[src/hdl/vtpd_pkg.sv]
// Package with shared constants, types and helpers for the vertex transform block.
`default_nettype none
package vtpd_pkg;
  localparam int FRAC_BITS = 16;
  localparam int NUM_REGS = 8;
  localparam int DIV_BITS = 32 + FRAC_BITS;
  localparam int DIV_STEPS = DIV_BITS + 1;
  localparam logic signed [31:0] ONE_FX = 32'sd1 <<< FRAC_BITS;
  localparam logic signed [31:0] FX_MAX = 32'sh7fffffff;
  localparam logic signed [31:0] FX_MIN = 32'sh80000000;

  typedef logic signed [31:0] fx_t;

  typedef enum logic [2:0] {
    REG_ROW0_COLS01 = 3'd0,
    REG_ROW0_COLS23 = 3'd1,
    REG_ROW1_COLS01 = 3'd2,
    REG_ROW1_COLS23 = 3'd3,
    REG_ROW2_COLS01 = 3'd4,
    REG_ROW2_COLS23 = 3'd5,
    REG_ROW3_COLS01 = 3'd6,
    REG_ROW3_COLS23 = 3'd7
  } reg_idx_t;

  typedef struct packed {
    fx_t c0;
    fx_t c1;
    fx_t c2;
    fx_t c3;
  } mrow_t;

  typedef struct packed {
    logic valid;
    logic stall;
  } flow_t;

  function automatic fx_t clamp_fx(input logic signed [49:0] v);
    if (v > 50'(FX_MAX)) begin
      return FX_MAX;
    end else if (v < 50'(FX_MIN)) begin
      return FX_MIN;
    end
    return v[31:0];
  endfunction

  function automatic logic clamp_hit(input logic signed [49:0] v);
    return (v > 50'(FX_MAX)) || (v < 50'(FX_MIN));
  endfunction
endpackage
`default_nettype wire

[src/hdl/vtpd_regs.sv]
// Configuration register file holding the 4x4 matrix.
`default_nettype none
module vtpd_regs
  import vtpd_pkg::*;
(
  input  wire logic        clk,
  input  wire logic        rst,
  input  wire logic        cfg_valid,
  input  wire logic [2:0]  cfg_index,
  input  wire logic [63:0] cfg_data,
  output mrow_t            rows [4]
);
  logic [63:0] regs [NUM_REGS];

  always_ff @(posedge clk) begin
    if (rst) begin
      regs[REG_ROW0_COLS01] <= 64'(ONE_FX);
      regs[REG_ROW0_COLS23] <= '0;
      regs[REG_ROW1_COLS01] <= {ONE_FX, 32'd0};
      regs[REG_ROW1_COLS23] <= '0;
      regs[REG_ROW2_COLS01] <= '0;
      regs[REG_ROW2_COLS23] <= 64'(ONE_FX);
      regs[REG_ROW3_COLS01] <= '0;
      regs[REG_ROW3_COLS23] <= {ONE_FX, 32'd0};
    end else if (cfg_valid) begin
      regs[cfg_index] <= cfg_data;
    end
  end

  always_comb begin
    for (int r = 0; r < 4; r++) begin
      rows[r].c0 = regs[2*r][31:0];
      rows[r].c1 = regs[2*r][63:32];
      rows[r].c2 = regs[2*r+1][31:0];
      rows[r].c3 = regs[2*r+1][63:32];
    end
  end
endmodule
`default_nettype wire

[config.mk]
export PLATFORM = sky130hd
export DESIGN_NAME = vtpd_regs
export DESIGN_NICKNAME = d
export VERILOG_FILES = /design/src/hdl/vtpd_pkg.sv /design/src/hdl/vtpd_regs.sv
export SDC_FILE = /design/constraint.sdc
export NUM_CORES = 1
export LEC_CHECK = 0
export CAP_MARGIN = 20
export CORE_AREA = 2 2 226 228
export CTS_BUF_LIST = sky130_fd_sc_hd__clkbuf_8
export DETAILED_ROUTE_END_ITERATION = 8
export DIE_AREA = 0 0 228 230
export DONT_BUFFER_PORTS = 1
export PLACE_DENSITY = 0.63
export SLEW_MARGIN = 20
export SYNTH_ARGS = -nofsm -noshare
export SYNTH_HDL_FRONTEND = slang
export SYNTH_SLANG_ARGS = --single-unit
[constraint.sdc]
create_clock -name clk -period 6.5 [get_ports clk]
set_clock_uncertainty 0.1 [all_clocks]
set_input_delay 0.65 -clock clk [delete_from_list [all_inputs] [get_ports clk]]
set_output_delay 0.65 -clock clk [all_outputs]
set_load 0.01 [all_outputs]
* Yosys cells after proc, flatten, opt, wreduce, memory -nomap -nowiden *
Memories as Yosys holds them, arrays and structs flattened.
Index checks and enable logic that the tools add are counted.

cells by class
  muxes and demuxes = 8
  reduce and logical (&&, ||, !) cells = 1

operators by type and width
  kind                 number
  64-bit 2-to-1 mux    1
  64-bit OR reduction  1
  1-bit 2-to-1 mux     6
  3-bit 2-to-1 mux     1

word-level totals
  flip-flop bits (word level) = 0
  memory bits (writable) = 512
  input port bits = 70
  output and inout port bits = 512
  memories = 1

memory list
  memory  words  bits a word  read ports  clocked after Yosys merged registers in  wr ports  line             source
  regs    8      64           8           0                                        8         vtpd_regs.sv:13  logic [63:0] regs [NUM_REGS];

* Longest topological paths before layout *
  word-level depth = 5
  mapped depth = 4

* Worst setup path after synthesis *
OpenSTA, ideal clock, no wires.

  path kind = input to register
  start point = in cfg_index[2]
  end point = mem regs[1][0], enable pin
  data arrival time = 4100 ps
  path slack = 1800 ps
  stages on the path = 3
  path buffers = 1
  path through = or2_2 > clkbuf_1 > o21bai_1

RTL lines
  item         line             source
  from (decl)  vtpd_regs.sv:9   input wire logic [2:0] cfg_index,
  to (decl)    vtpd_regs.sv:13

==> summary.txt <==
Clock tree
  – Post-cts resize count: 0
  – CTS buffer count: 82
  – CTS tree: yes
  – Hold_buf cts: 0
  – CTS root buf: clkbuf_8
  – Worst-case clock buffer depth: 3
  – Clk sink count: 512
  – H-Tree Depth: 3
  – Clk slew on worst S/H paths: 0.06 ns
  – Post-CTS Setup Repair Bufs: 0

Route
  – Remaining DRCs: 0
  – Wirelength per Cell: around 30 um
  – Via count: between 10k and 15k
  – Routed WL: 57720 um
  – Via density: 5.647
  – Pre-antenna DRT Iters: 5
  – Routed Antenna Nets: 0
  – DRT iter0 DRCs: 1097

GRT
  – First-pass GRT wire length: 80850 um
  – Vias in the first global route: 10.67k
  – Total global-route track usage: roughly a fifth
  – Initial antenna violation count: 1
  – Pin count of the biggest net entering global routing: 132
  – Overflow after GRT: 0

Final layout
  – Largest reg by FF count: regs
  – Register area: 15370 um2
  – Finished Core Util: 42.67%
  – Fillers: 4428
  – Area added between synthesis and finish: 11.21%
  – # diodes: 0
  – Nets: approximately 1.3k
  – Largest register FFs: 512
  – Area of the multi-input gates: 3392 um2
  – Biggest regs: regs x512
  – Layout cells sized above 1: 10.70%

Synthesis
  – Post-synthesis xor/xnor area fraction: 0%
  – Area share of fa/ha/maj cells after synthesis: 0%
  – Yosys Warn Count: 0
  – Post-synthesis sequential area ratio: between 80 and 90%
  – Largest family of logic cells by synthesized area: simple AND/OR/NAND/NOR gates
  – Number of distinct library cells after synthesis: 20
  – Cell Area, Synth: ~19000 um2
  – Compound-Gate Fraction of Synth Area: less than 1%
  – Fraction of registers with async set/reset: 0%
  – Simple-gate share of the synthesized area: between 15 and 20%
  – Mux contribution to synthesized area: 0%
  – Avg Inst Size Synth: 15.80 um2
  – Instance count of the mapped netlist: 1211
  – Top FF cell, synth: edfxtp_1
  – Syn nets: around 1.3k
  – Yosys reg bits: 512
  – Post-synth EDFFs: about 510

Timing
  – Setup violators final: 0
  – Setup TNS: 0 ns
  – Final period utilization: about two fifths
  – Final hold violations: 0
  – Rel. slew slack: 23.07%
  – Hold_ws: 0.09903 ns
  – Fmax: 367.2 MHz
  – Setup WS post-layout: between 3 and 4 ns
  – Tmin final: 2.723 ns
  – Final Max Slew Viols: 0
  – RSZ-0062 raised after global routing: no
  – Worst Tran Pin Value: roughly 1.2 ns

Critical path
  – CP required: 6.64 ns
  – Bufs and invs on worst path: 1
  – Element type at the critical path end: register
  – CP Cell Sequence: nand2b_4 -> o21bai_4 -> buf_4
  – Worst Setup Start Kind: input pin
  – Slowest stage delay, CP: 0.82 ns
  – Crit-path leading delay family: compound AO/OA/AOI/OAI gates
  – Critical path class: in2reg
  – CP max FO: 63
  – Critical Path AT: 2.86 ns
  – Crit path max-delay cell type: o21bai_4

Die
  – Die area: 52440 um2
  – I/O Pins: 582
  – Die width: ~230 um
  – Starting Density: approximately two fifths
  – Die Y: 230 um
  – Num rows: slightly above 80
  – Core area: 49860 um2

Power
  – Total power: roughly 7000 uW
  – Leakage: 0.007996 uW
  – Power Density: approximately 320 nW/um2
  – Max IR drop VDD: 0.1651 mV

Place
  – IO Port Bufs: 0
  – Dpl ws: 2.973 ns
  – Global placement routability congestion: 0.7842
  – DP HPWL: between 30000 and 40000 um

Min path
  – Min-delay worst type: in2reg

Flow run
  – Max-Cap Viols: 0

Outcome
  – Status: finished, final reports clean
[where the power goes]
group | internal (uW) | switching, uW
logic | 42.2 | 197
registers | 3870 | 245
clock network | 1300 | 1250
total | 5210 | 1690
[layout by cell type, fill, tap and decap left out, drive strengths merged]
master and instances:
buf 19, clkinv 21, inv 35, bufinv 2
clkbuf 85, clkinvlp 3, nor2b 2, nand3b 4
and3b 1, nand2b 2, nor2 249, a21o 4
o21bai 4, nand4b 62, or2 1, nand2 2
edfxtp 512, and3 260, nor3b 1, and2 1
and2b 1
[kinds of logic after synthesis]
group	count (synthesis)
compound gates	8
flops	512
simple gates	586
buf+inv	105
[cells in the mapped netlist (all sizes together), types with 2 or more instances]
library cell	number	area [um2]
edfxtp	512	15370
nor2	249	934.7
a21o	4	30.03
buf	40	205.2
o21bai	4	30.03
nand2	2	7.510
nand4b	62	543.0
and3	260	1627
nand3b	4	30.03
nand2b	2	12.51
clkbuf	65	281.5
nor2b	2	15.02
[routing by layer]
metal,up-vias,global-route usage [%],wire [um]
met4,0,8.374,1892
met3,129,7.738,6003
li1,4519,-,-
met2,733,35.76,28790
met5,-,0,0
met1,5592,25.18,21030
[layout make-up]
cell class	count	area share, %
timing repair buffer	19	0.8468
tap	672	3.952
clock buffer	85	5.498
multi-input combinational	594	15.94
clock inverter	61	1.500
sequential	512	72.26
[final timing paths]
check  slack [ns]           to  cells past startpoint         start
max          3.78  regs[5][49]                      3  cfg_index[1]
min           0.1  regs[2][48]                      1  cfg_data[48]
[stage by stage]
| stage | instance area (um2) | std cells |
|---|---|---|
| after floorplan | 19130 | 1211 |
| after global placement | 19730 | 1794 |
| after detailed placement | 19750 | 1795 |
| final | 21280 | 1943 |
| after global routing | 21280 | 1943 |
| after CTS | 21240 | 1941 |
Power figures use the tool's default switching activity.
